[src/mtenc_pkg.sv]
// widths, constants and helpers of the multi-turn encoder angle tracker
// no dependencies
package mtenc_pkg;

  localparam int ANGLE_BITS = 12;
  localparam int TURN_BITS  = 16;

  localparam int PP_W      = 7;
  localparam int GAIN_W    = 16;
  localparam int GAIN_FRAC = 16;
  localparam int ELEC_W    = ANGLE_BITS;
  localparam int FULL_W    = 28;
  localparam int SPEED_W   = 24;

  localparam int CFG_IDX_W  = 2;
  localparam int CFG_DATA_W = GAIN_W;

  localparam logic [CFG_IDX_W-1:0] CFG_POLE_PAIRS = CFG_IDX_W'(0);
  localparam logic [CFG_IDX_W-1:0] CFG_DIR_REV    = CFG_IDX_W'(1);
  localparam logic [CFG_IDX_W-1:0] CFG_RPM_GAIN   = CFG_IDX_W'(2);

  localparam int ANGLE_SPAN = 1 << ANGLE_BITS;
  localparam int WRAP_LIMIT = (4 * ANGLE_SPAN) / 5;

  // angle difference, one bit wider than an angle
  localparam logic signed [ANGLE_BITS:0] WRAP_HI = (ANGLE_BITS+1)'(WRAP_LIMIT);
  localparam logic signed [ANGLE_BITS:0] WRAP_LO = (ANGLE_BITS+1)'(-WRAP_LIMIT);

  localparam logic signed [TURN_BITS-1:0] TURN_MAX = {1'b0, {(TURN_BITS-1){1'b1}}};
  localparam logic signed [TURN_BITS-1:0] TURN_MIN =
    {1'b1, {(TURN_BITS-2){1'b0}}, 1'b1};

  localparam int FULL_CALC_W = TURN_BITS + ANGLE_BITS + 1;
  localparam logic signed [FULL_CALC_W-1:0] FULL_HI = FULL_CALC_W'(134217727);
  localparam logic signed [FULL_CALC_W-1:0] FULL_LO = FULL_CALC_W'(-134217727);

  localparam int DELTA_W    = TURN_BITS + ANGLE_BITS + 2;
  localparam int PROD_W     = DELTA_W + GAIN_W + 1;
  localparam int SPD_WIDE_W = PROD_W - GAIN_FRAC;

  localparam logic signed [PROD_W-1:0] RND_HALF =
    {{(PROD_W-GAIN_FRAC){1'b0}}, 1'b1, {(GAIN_FRAC-1){1'b0}}};
  localparam logic signed [SPD_WIDE_W-1:0] SPD_HI = SPD_WIDE_W'(8388607);
  localparam logic signed [SPD_WIDE_W-1:0] SPD_LO = SPD_WIDE_W'(-8388608);

  // mechanical angle to electrical angle, one electrical turn wide
  function automatic logic [ELEC_W-1:0] elec_of(input logic [ANGLE_BITS-1:0] ang,
                                                input logic [PP_W-1:0] pp,
                                                input logic rev);
    logic [ANGLE_BITS+PP_W-1:0] prod;
    logic [ELEC_W-1:0]          lo;
    prod = ang * pp;
    lo   = prod[ELEC_W-1:0];
    return rev ? ELEC_W'(-lo) : lo;
  endfunction

endpackage

[src/mtenc_in_if.sv]
// input channel of the angle tracker: one angle sample per item
// depends on mtenc_pkg
interface mtenc_in_if import mtenc_pkg::*; ();
  logic                  valid;
  logic                  ready;
  logic [ANGLE_BITS-1:0] raw_angle;
  logic                  align;
  logic                  velocity_strobe;

  modport source (output valid, raw_angle, align, velocity_strobe, input ready);
  modport sink   (input valid, raw_angle, align, velocity_strobe, output ready);
endinterface

[src/mtenc_out_if.sv]
// result channel of the angle tracker: one result item per sample
// depends on mtenc_pkg
interface mtenc_out_if import mtenc_pkg::*; ();
  logic                      valid;
  logic                      ready;
  logic [ELEC_W-1:0]         electrical_angle;
  logic signed [FULL_W-1:0]  full_angle;
  logic signed [SPEED_W-1:0] speed_rpm;
  logic                      speed_valid;

  modport source (output valid, electrical_angle, full_angle, speed_rpm, speed_valid,
                  input ready);
  modport sink   (input valid, electrical_angle, full_angle, speed_rpm, speed_valid,
                  output ready);
endinterface

[src/multiturn_encoder_angle_tracker_unit.sv]
// multi-turn angle tracker top level: turn counting, zero capture, speed
// depends on mtenc_pkg, mtenc_in_if, mtenc_out_if
//
// usage:
//   in_  : angle samples (raw_angle, align, velocity_strobe), valid/ready
//   out_ : one result per sample (electrical_angle, full_angle, speed_rpm,
//          speed_valid), valid/ready
//   cfg_ : write-only registers (pole pairs, direction, rpm gain), written
//          while no item is in flight
// a sample enters an input register, updates the tracker state on its way
// into the second stage, the speed product is formed in the third and is
// rounded and clamped into the output register, which raises out_.valid
// throughput is one item per cycle while out_.ready holds; the turn
// counter update (wrap compare and saturating step) is combinational,
// so samples may follow back to back
// each stage holds while the one after it is full, so a stalled receiver
// fills the four stages before in_.ready drops
// reset clears the tracker state, the snapshots and all stage valid bits,
// and loads pole_pairs 1, direction forward, rpm_gain 1
module multiturn_encoder_angle_tracker_unit import mtenc_pkg::*; (
  input  logic                  clk,
  input  logic                  rst_n,
  mtenc_in_if.sink              in_,
  mtenc_out_if.source           out_,
  input  logic                  cfg_we,
  input  logic [CFG_IDX_W-1:0]  cfg_index,
  input  logic [CFG_DATA_W-1:0] cfg_data
);

  // configuration
  logic [PP_W-1:0]   pole_pairs_r;
  logic              dir_rev_r;
  logic [GAIN_W-1:0] rpm_gain_r;

  // tracker state
  logic signed [TURN_BITS-1:0] turn_count_r, turn_count_nxt;
  logic [ANGLE_BITS-1:0]       last_angle_r, last_angle_nxt;
  logic [ANGLE_BITS-1:0]       zero_raw_r, zero_raw_nxt;
  logic [ELEC_W-1:0]           zero_elec_r, zero_elec_nxt;
  logic signed [TURN_BITS-1:0] snap_turn_r;
  logic [ANGLE_BITS-1:0]       snap_angle_r;

  // stage 1: input register
  logic                  s1_valid_r;
  logic [ANGLE_BITS-1:0] s1_raw_r;
  logic                  s1_align_r;
  logic                  s1_strobe_r;

  // stage 2: tracker outputs and speed delta
  logic                       s2_valid_r;
  logic signed [DELTA_W-1:0]  s2_delta_r, s2_delta_nxt;
  logic [ELEC_W-1:0]          s2_elec_r, s2_elec_nxt;
  logic signed [FULL_W-1:0]   s2_full_r, s2_full_nxt;
  logic                       s2_strobe_r;

  // stage 3: speed product
  logic                      s3_valid_r;
  logic signed [PROD_W-1:0]  s3_prod_r, s3_prod_nxt;
  logic [ELEC_W-1:0]         s3_elec_r;
  logic signed [FULL_W-1:0]  s3_full_r;
  logic                      s3_strobe_r;

  // output register
  logic                      out_valid_r;
  logic [ELEC_W-1:0]         out_elec_r;
  logic signed [FULL_W-1:0]  out_full_r;
  logic signed [SPEED_W-1:0] out_speed_r, out_speed_nxt;
  logic                      out_spdv_r;

  logic out_free, s3_free, s2_free, s1_free;
  logic s1_adv;

  logic signed [ANGLE_BITS:0]  ang_diff;
  logic signed [TURN_BITS:0]   turn_diff;
  logic signed [ANGLE_BITS:0]  snap_ang_diff;
  logic signed [FULL_CALC_W-1:0] full_sum;
  logic signed [PROD_W-1:0]     rnd_sum;
  logic signed [SPD_WIDE_W-1:0] spd_wide;

  assign out_free = !out_valid_r || out_.ready;
  assign s3_free  = !s3_valid_r || out_free;
  assign s2_free  = !s2_valid_r || s3_free;
  assign s1_free  = !s1_valid_r || s2_free;
  assign s1_adv   = s1_valid_r && s2_free;

  assign in_.ready = s1_free;

  always_ff @(posedge clk) begin
    if (!rst_n) begin
      pole_pairs_r <= PP_W'(1);
      dir_rev_r    <= 1'b0;
      rpm_gain_r   <= GAIN_W'(1);
    end else if (cfg_we) begin
      case (cfg_index)
        CFG_POLE_PAIRS: pole_pairs_r <= cfg_data[PP_W-1:0];
        CFG_DIR_REV:    dir_rev_r    <= cfg_data[0];
        CFG_RPM_GAIN:   rpm_gain_r   <= cfg_data[GAIN_W-1:0];
        default: ;
      endcase
    end
  end

  // tracker update for the item leaving stage 1
  always_comb begin
    ang_diff       = $signed({1'b0, s1_raw_r}) - $signed({1'b0, last_angle_r});
    turn_count_nxt = turn_count_r;
    last_angle_nxt = last_angle_r;
    zero_raw_nxt   = zero_raw_r;
    zero_elec_nxt  = zero_elec_r;
    if (s1_align_r) begin
      zero_raw_nxt  = s1_raw_r;
      zero_elec_nxt = elec_of(s1_raw_r, pole_pairs_r, dir_rev_r);
    end else begin
      // forward wrap reads as a big negative jump, backward as a big positive
      if (ang_diff > WRAP_HI) begin
        if (turn_count_r != TURN_MIN) turn_count_nxt = turn_count_r - TURN_BITS'(1);
      end else if (ang_diff < WRAP_LO) begin
        if (turn_count_r != TURN_MAX) turn_count_nxt = turn_count_r + TURN_BITS'(1);
      end
      last_angle_nxt = s1_raw_r;
    end
  end

  always_comb begin
    s2_elec_nxt = elec_of(last_angle_nxt, pole_pairs_r, dir_rev_r) - zero_elec_nxt;

    full_sum = FULL_CALC_W'($signed({turn_count_nxt, {ANGLE_BITS{1'b0}}}))
             + FULL_CALC_W'($signed({1'b0, last_angle_nxt}) - $signed({1'b0, zero_raw_nxt}));
    if (full_sum > FULL_HI)      s2_full_nxt = FULL_HI[FULL_W-1:0];
    else if (full_sum < FULL_LO) s2_full_nxt = FULL_LO[FULL_W-1:0];
    else                         s2_full_nxt = full_sum[FULL_W-1:0];

    turn_diff     = (TURN_BITS+1)'(turn_count_nxt) - (TURN_BITS+1)'(snap_turn_r);
    snap_ang_diff = $signed({1'b0, last_angle_nxt}) - $signed({1'b0, snap_angle_r});
    s2_delta_nxt  = DELTA_W'($signed({turn_diff, {ANGLE_BITS{1'b0}}}))
                  + DELTA_W'(snap_ang_diff);
  end

  assign s3_prod_nxt = s2_delta_r * $signed({1'b0, rpm_gain_r});

  // round to nearest, ties up, then clamp to the speed range; zero without a strobe
  always_comb begin
    rnd_sum  = s3_prod_r + RND_HALF;
    spd_wide = $signed(rnd_sum[PROD_W-1:GAIN_FRAC]);
    if (!s3_strobe_r)          out_speed_nxt = '0;
    else if (spd_wide > SPD_HI) out_speed_nxt = SPD_HI[SPEED_W-1:0];
    else if (spd_wide < SPD_LO) out_speed_nxt = SPD_LO[SPEED_W-1:0];
    else                        out_speed_nxt = spd_wide[SPEED_W-1:0];
  end

  // state and stage valid bits
  always_ff @(posedge clk) begin
    if (!rst_n) begin
      turn_count_r <= '0;
      last_angle_r <= '0;
      zero_raw_r   <= '0;
      zero_elec_r  <= '0;
      snap_turn_r  <= '0;
      snap_angle_r <= '0;
      s1_valid_r   <= 1'b0;
      s2_valid_r   <= 1'b0;
      s3_valid_r   <= 1'b0;
      out_valid_r  <= 1'b0;
    end else begin
      if (s1_adv) begin
        turn_count_r <= turn_count_nxt;
        last_angle_r <= last_angle_nxt;
        zero_raw_r   <= zero_raw_nxt;
        zero_elec_r  <= zero_elec_nxt;
        if (s1_strobe_r) begin
          snap_turn_r  <= turn_count_nxt;
          snap_angle_r <= last_angle_nxt;
        end
      end
      if (s1_free)  s1_valid_r  <= in_.valid;
      if (s2_free)  s2_valid_r  <= s1_valid_r;
      if (s3_free)  s3_valid_r  <= s2_valid_r;
      if (out_free) out_valid_r <= s3_valid_r;
    end
  end

  // payload registers
  always_ff @(posedge clk) begin
    if (s1_free && in_.valid) begin
      s1_raw_r    <= in_.raw_angle;
      s1_align_r  <= in_.align;
      s1_strobe_r <= in_.velocity_strobe;
    end
    if (s1_adv) begin
      s2_delta_r  <= s2_delta_nxt;
      s2_elec_r   <= s2_elec_nxt;
      s2_full_r   <= s2_full_nxt;
      s2_strobe_r <= s1_strobe_r;
    end
    if (s2_valid_r && s3_free) begin
      s3_prod_r   <= s3_prod_nxt;
      s3_elec_r   <= s2_elec_r;
      s3_full_r   <= s2_full_r;
      s3_strobe_r <= s2_strobe_r;
    end
    if (s3_valid_r && out_free) begin
      out_elec_r  <= s3_elec_r;
      out_full_r  <= s3_full_r;
      out_speed_r <= out_speed_nxt;
      out_spdv_r  <= s3_strobe_r;
    end
  end

  assign out_.valid            = out_valid_r;
  assign out_.electrical_angle = out_elec_r;
  assign out_.full_angle       = out_full_r;
  assign out_.speed_rpm        = out_speed_r;
  assign out_.speed_valid      = out_spdv_r;

endmodule

[src/flat_wrapper.sv]
// flat-port wrapper written by rule: the top's interface ports become plain ports
module multiturn_encoder_angle_tracker_unit_flat import mtenc_pkg::*;
  (clk, rst_n, cfg_we, cfg_index, cfg_data, in__valid, in__raw_angle, in__align, in__velocity_strobe, in__ready, out__valid, out__electrical_angle, out__full_angle, out__speed_rpm, out__speed_valid, out__ready);
  mtenc_in_if in__i ();
  mtenc_out_if out__i ();
  input  logic clk;
  input  logic rst_n;
  input  logic cfg_we;
  input  logic [CFG_IDX_W-1:0] cfg_index;
  input  logic [CFG_DATA_W-1:0] cfg_data;
  input wire logic [$bits(in__i.valid)-1:0] in__valid;
  input wire logic [$bits(in__i.raw_angle)-1:0] in__raw_angle;
  input wire logic [$bits(in__i.align)-1:0] in__align;
  input wire logic [$bits(in__i.velocity_strobe)-1:0] in__velocity_strobe;
  output wire logic [$bits(in__i.ready)-1:0] in__ready;
  output wire logic [$bits(out__i.valid)-1:0] out__valid;
  output wire logic [$bits(out__i.electrical_angle)-1:0] out__electrical_angle;
  output wire logic [$bits(out__i.full_angle)-1:0] out__full_angle;
  output wire logic [$bits(out__i.speed_rpm)-1:0] out__speed_rpm;
  output wire logic [$bits(out__i.speed_valid)-1:0] out__speed_valid;
  input wire logic [$bits(out__i.ready)-1:0] out__ready;
  assign in__i.valid = in__valid;
  assign in__i.raw_angle = in__raw_angle;
  assign in__i.align = in__align;
  assign in__i.velocity_strobe = in__velocity_strobe;
  assign in__ready = in__i.ready;
  assign out__valid = out__i.valid;
  assign out__electrical_angle = out__i.electrical_angle;
  assign out__full_angle = out__i.full_angle;
  assign out__speed_rpm = out__i.speed_rpm;
  assign out__speed_valid = out__i.speed_valid;
  assign out__i.ready = out__ready;
  multiturn_encoder_angle_tracker_unit u_core (.clk(clk), .rst_n(rst_n), .in_(in__i), .out_(out__i), .cfg_we(cfg_we), .cfg_index(cfg_index), .cfg_data(cfg_data));
endmodule
[config.mk]
export PLATFORM = sky130hd
export DESIGN_NAME = multiturn_encoder_angle_tracker_unit_flat
export DESIGN_NICKNAME = d
export VERILOG_FILES = /design/src/mtenc_pkg.sv /design/src/mtenc_in_if.sv /design/src/mtenc_out_if.sv /design/src/multiturn_encoder_angle_tracker_unit.sv /design/src/flat_wrapper.sv
export SDC_FILE = /design/constraint.sdc
export NUM_CORES = 2
export LEC_CHECK = 0
export BUFFER_PORTS_ARGS = -buffer_cell sky130_fd_sc_hd__buf_2
export CAP_MARGIN = 20
export CORE_ASPECT_RATIO = 0.75
export CORE_MARGIN = 5
export CORE_UTILIZATION = 50
export CTS_CLUSTER_DIAMETER = 200
export DETAILED_ROUTE_END_ITERATION = 6
export MAX_ROUTING_LAYER = met4
export PLACE_DENSITY_LB_ADDON = 0.1
export SKIP_CTS_REPAIR_TIMING = 1
export SLEW_MARGIN = 40
export SYNTH_ARGS = -nofsm -noshare
export SYNTH_HDL_FRONTEND = slang
export SYNTH_SLANG_ARGS = --single-unit
[constraint.sdc]
create_clock -name clk -period 14.65 [get_ports clk]
set_input_delay 2.1975 -clock clk [delete_from_list [all_inputs] [get_ports clk]]
set_output_delay 2.1975 -clock clk [all_outputs]
set_load 0.005 [all_outputs]
Yosys cells after proc, flatten, opt, wreduce, memory -nomap -nowiden

Cells that the tools add are included.

Register bits after elaboration: 346
Output and inout bits: 67
Logic and storage cells: 88

Add/sub/neg operators: 12
Multipliers: 3
Order comparisons: 6
Eq/ne operators: 4
Mux-type cells: 13
Bitwise gates (word level): 1
Reduce and logical (&&, ||, !) cells: 19

Operators with widths:

| operator               | count |
|---|---|
| $mux 16                | 5 |
| $mux 12                | 5 |
| $add 47x17->47 const B | 1 |
| $mul 30x17->47         | 1 |
| $sub 12x12->13         | 3 |
| $ne 16x16->1 const B   | 2 |
| $gt 31x24->1 const B   | 1 |
| $lt 31x24->1 const B   | 1 |
| $add 29x13->30         | 1 |
| $add 28x13->29         | 1 |
| $gt 29x28->1 const B   | 1 |
| $lt 29x28->1 const B   | 1 |
| $mux 28                | 1 |
| $mul 12x7->12          | 2 |
| $mux 24                | 1 |
| $neg 12->12            | 2 |
| $mux 23                | 1 |
| $sub 16x16->17         | 1 |
| $add 16x2->16 const B  | 1 |
| $sub 16x2->16 const B  | 1 |
| $gt 13x13->1 const B   | 1 |
| $lt 13x13->1 const B   | 1 |
| $sub 12x12->12         | 1 |
| $reduce_and 2->1       | 4 |
| 8 further kinds        | 18 |

Logic depth before layout (Yosys ltp)

Depth after elaboration: 8
Mapped depth: 32

Worst setup path after synthesis

No wires, ideal clock.

Path kind: flip-flop to flip-flop
Start: register u_core.s1_align_r
End: register u_core.s2_elec_r[11] (data pin)
Data arrival time: 6,400 ps
Required time: 14,382 ps
Setup slack: 7,982 ps
Stages on the path, launching flop included: 26
Period minus slack after synthesis: 6,668 ps
Cell sequence: edfxtp_1 buf_2 clkbuf_1 nand2_1 a21boi_0 inv_1 nand2_1 fa_1 fa_1 fa_1 inv_1 fa_1 ha_1 nand3_1 o211ai_1 nor2_1 xnor2_1 or3_1 nand2_1 xnor2_1 ha_1 and3_1 a211o_1 a21o_1 a21oi_1 xnor3_1

Longest elaborated chain between the ends: 5

RTL lines:

| what                         | line                                        | source |
|---|---|---|
| start, declared              | multiturn_encoder_angle_tracker_unit.sv:46  | `logic s1_align_r;` |
| start signal, assigned       | multiturn_encoder_angle_tracker_unit.sv:186 | `s1_align_r <= in_.align;` |
| $mux 12 (*)                  | multiturn_encoder_angle_tracker_unit.sv:110 | `if (s1_align_r) begin` |
| net u_core.last_angle_nxt[1] | multiturn_encoder_angle_tracker_unit.sv:37  | `logic [ANGLE_BITS-1:0] last_angle_r, last_angle_nxt;` |
| $mul 12x7->12 (*)            | mtenc_pkg.sv:52                             | `prod = ang * pp;` |
| $neg 12->12                  | mtenc_pkg.sv:54                             | `return rev ? ELEC_W'(-lo) : lo;` |
| $mux 12 (*)                  | mtenc_pkg.sv:54                             |  |
| $sub 12x12->12 (*)           | multiturn_encoder_angle_tracker_unit.sv:125 | `s2_elec_nxt = elec_of(last_angle_nxt, pole_pairs_r, dir_rev_r) - zero_elec_nxt;` |
| net u_core.s2_elec_nxt[11]   | multiturn_encoder_angle_tracker_unit.sv:52  | `logic [ELEC_W-1:0] s2_elec_r, s2_elec_nxt;` |
| end signal, assigned         | multiturn_encoder_angle_tracker_unit.sv:191 | `s2_elec_r <= s2_elec_nxt;` |
| end, declared                | multiturn_encoder_angle_tracker_unit.sv:52  |  |

The timed path passes the listed nets; every way through them passes the cells marked *.
A chain may end at the register's enable or synchronous reset.

Worst setup path after layout

Start: register u_core.rpm_gain_r[8]
End: register u_core.s3_prod_r[44] (data pin)

Longest elaborated chain between the ends: 1

RTL lines:

| what                       | line                                        | source |
|---|---|---|
| start, declared            | multiturn_encoder_angle_tracker_unit.sv:33  | `logic [GAIN_W-1:0] rpm_gain_r;` |
| start signal, assigned     | multiturn_encoder_angle_tracker_unit.sv:97  | `CFG_RPM_GAIN: rpm_gain_r <= cfg_data[GAIN_W-1:0];` |
| $mul 30x17->47             | multiturn_encoder_angle_tracker_unit.sv:139 | `assign s3_prod_nxt = s2_delta_r * $signed({1'b0, rpm_gain_r});` |
| net u_core.s3_prod_nxt[44] | multiturn_encoder_angle_tracker_unit.sv:58  | `logic signed [PROD_W-1:0] s3_prod_r, s3_prod_nxt;` |
| end signal, assigned       | multiturn_encoder_angle_tracker_unit.sv:196 | `s3_prod_r <= s3_prod_nxt;` |
| end, declared              | multiturn_encoder_angle_tracker_unit.sv:58  |  |

The timed path passes the listed nets, and every way through them passes these cells.

==> results.cfg <==
[status]
status = finished, final reports clean

[logic_synthesis]
netlist_area_um2 = 36840
synth_nets = 4678
synth_seq_cells = 331
ys_seq_area_share_pct = 24.05
syn-instance-count = 3862
yosysWarnings = 0
ys_async_sr_fraction_pct = 0
ys_types = 86
synthFlopType = edfxtp_1
postSynthAreaPerCell_um2 = 9.539
synth_edf_count = 223

[detailed_routing]
vias_per_cell = 5.260
met3WireLength_um = 6671
wl_met1_um = 43220
initialDrtViolationCount = 1707
final_antenna_net_count = 0
wl_per_cell_um = 17.81
drtPass1Iterations = 5
highest_layer = met4
drt_wl_total_um = 87010
vias = 25690
drc_errors = 0
route.met2.wl_um = 35780

[worst_setup_path]
arrival_ps = 7970
crit_required_ps = 14990
cp-end-kind = register
path_buf_inv = 6
crit_fanout = 17
crit_path_cell_trace = buf_4 -> nand2_1 -> fa_1 -> inv_1 -> fa_1 -> inv_1 -> fa_1 -> inv_1 -> fa_1 -> inv_1 -> fa_1 -> inv_1 -> fa_1 -> ha_1 -> a211oi_1 -> o22ai_1 -> o41ai_1 -> a211oi_1 -> o21ai_1 -> o211ai_1 -> a21oi_2 -> o21ai_0 -> a21oi_1 -> a211oi_1
path_class = reg -> reg
path_common_cell = fa_1
crit_slowest_cell = dfxtp_1
critical-path-top-delay-family = adder cells
slowest_delay_ps = 760
critPathLaunchType = register

[placement]
place_hpwl_um = 67760
pre_cts_ws_ps = 7030
dpl-instance-area_um2 = 38290
place_congestion = 0.8947
io_buffers = 103

[clock_network]
cts.clk_slew.worst_paths_ps = 80
cts-htree-levels = 2
cts_sinks = 331
cts_tree = done
clock-root-buffer = clkbuf_16
cts_buffers = 39
cts_max_path_buffers = 3
clock_latency_ps = 600

[grt]
grt-ovfl-total = 0
grt_pass1_vias = 26010
grt_pass1_wl_um = 144000
groute.usage.overall_pct = 23.38
grt_max_degree = 81
antenna_found_initial = 0

[sta]
tns_ps = 0
finalMaxSlewViolations = 0
hold_violations = 0
period_minus_slack_ps = 7626
setup_violations = 0
max_freq_mhz = 131.1
worst_slack_ps = 7024
slew_headroom_pct = 43.57
worst_pin_slew_ps = 838.9
finClkSkew_ps = 30.65
rsz0062_at_grt = false
finalCritPeriodShare_pct = 52.05

[final_layout]
antenna-diode-count = 0
nets = 4703
fin_util_pct = 54.08
stdcell_area_um2 = 39630
syn_to_final_growth_pct = 7.571
drive_above_1_share_pct = 6.561

[floorplan]
row_count = 86
core_area_um2 = 73280
die_w_um = 323.4
start_util_pct = 50.27
die_y_um = 245.1
io_pins = 104
die_area_um2 = 79260

[run]
cap_violations = 0

[power]
ir_worst_vdd_uv = 84.75
cellPowerDensity_nw_per_um2 = 128.8
p_leak_nw = 17.22

[min_path]
hold_class = reg -> reg
## metrics by stage
step	std cells	hold slack (ps)	power [mW]
floorplan	3862	400.3	3.427
global placement	4814	400.9	4.031
detailed placement	4814	404.5	4.069
CTS	4885	416.7	5.148
global route	4885	423.3	5.585
finish	4885	413.6	5.104
## power by group
| group | switching [mW] | internal [mW] | leakage [nW] |
|---|---|---|---|
| logic | 1.49 | 1.11 | 13.6 |
| registers | 0.194 | 1.26 | 2.95 |
| clock network | 0.450 | 0.600 | 0.652 |
## registers in the layout, indices dropped and copies added (netlist names), 16 cells and up
name	count
u_core.s3_full_r	28
u_core.out_.speed_rpm	24
u_core.snap_turn_r	16
u_core.turn_count_r	16
u_core.out_.full_angle	28
u_core.s3_prod_r	32
u_core.rpm_gain_r	16
u_core.s2_delta_r	30
u_core.s2_full_r	28
## Yosys cell counts, types with 31 or more instances
cell	count	share of area [%]
nor2_1	189	1.9
ha_1	249	8.5
xnor2_1	129	3.1
fa_1	530	29
and3_1	31	0.53
a21oi_1	134	1.8
nand2_1	518	5.3
clkbuf_1	144	1.5
edfxtp_1	223	18
nor2b_1	40	0.68
a211oi_1	46	0.94
inv_1	669	6.8
nand3_1	55	0.75
dfxtp_1	108	5.9
xor2_1	59	1.4
o21a_1	34	0.69
nor3_1	39	0.53
and2_1	220	3.7
o21ai_0	88	1.2
## path summary, 6_finish.rpt
kind / startpoint / end / slack, ps / cells past startpoint
setup / recovery: u_core.rpm_gain_r[8] / u_core.s3_prod_r[44] / 7020 / 24
setup reg to reg: u_core.rpm_gain_r[8] / u_core.s3_prod_r[44] / 7020 / 24
hold reg to reg: u_core.s3_elec_r[3] / u_core.out_.electrical_angle[3] / 410 / 0
hold / removal: u_core.s3_elec_r[3] / u_core.out_.electrical_angle[3] / 410 / 0
## metal layers
| metal | GRT usage, % | up-vias |
|---|---|---|
| met4 | 3.792 | 0 |
| met5 | - | - |
| met3 | 5.581 | 81 |
| met1 | 35.16 | 12600 |
| met2 | 32.84 | 667 |
| li1 | - | 12350 |
## cells in the final DEF (no fill, tap or decap), drive strengths merged, types with 6 or more instances in the layout
| cell | n |
|---|---|
| a211oi | 48 |
| a21boi | 14 |
| a21o | 28 |
| a21oi | 136 |
| a31oi | 12 |
| and2 | 221 |
| and3 | 31 |
| buf | 136 |
| clkbuf | 47 |
| clkinv | 11 |
| dfxtp | 108 |
| edfxtp | 223 |
| fa | 530 |
| ha | 249 |
| inv | 675 |
| maj3 | 26 |
| mux2 | 14 |
| mux2i | 30 |
| nand2 | 518 |
| nand2b | 27 |
| nand3 | 55 |
| nand3b | 7 |
| nand4 | 17 |
| nor2 | 189 |
| nor2b | 41 |
| nor3 | 43 |
| o211a | 6 |
| o211ai | 11 |
| o21a | 34 |
| o21ai | 100 |
| o21bai | 13 |
| o31ai | 13 |
| or2 | 10 |
| or3 | 16 |
| xnor2 | 130 |
| xor2 | 59 |
## worst reg2reg max path, cell delays in order (launching register included)
cell      delay (ps)
dfxtp_1          760
buf_4            330
nand2_1           90
fa_1             490
inv_1             50
fa_1             490
inv_1             50
fa_1             470
inv_1             50
fa_1             560
inv_1             70
fa_1             530
inv_1             50
fa_1             470
ha_1             350
a211oi_1         220
o22ai_1          120
o41ai_1          450
a211oi_1         200
o21ai_1          410
o211ai_1         280
a21oi_2          320
o21ai_0          200
a21oi_1          250
a211oi_1         100
## logic make-up (layout without fill, tap and decap cells)
logic type	count (synthesis)	in the layout	synth area share (%)
AO/OA/AOI/OAI	472	472	8.352
multiplexers	44	44	1.243
buffers and inverters	822	877	8.399
XOR/XNOR	190	190	4.575
adder cells (fa/ha/maj)	805	805	37.96
AND/OR/NAND/NOR	1198	1198	15.42
flip-flops	331	331	24.05
## area by class of cell
type                    instances  area [um2]
well taps                     968        1211
inverters                     670        2519
clock buffers                  47        1026
flip-flops and latches        331        8864
fillers                      6687       33650
multi-input cells            2709       24920
clock inverters                24       311.5
repair buffers                136       774.5
Note: power is estimated with default switching activity, not from simulation.
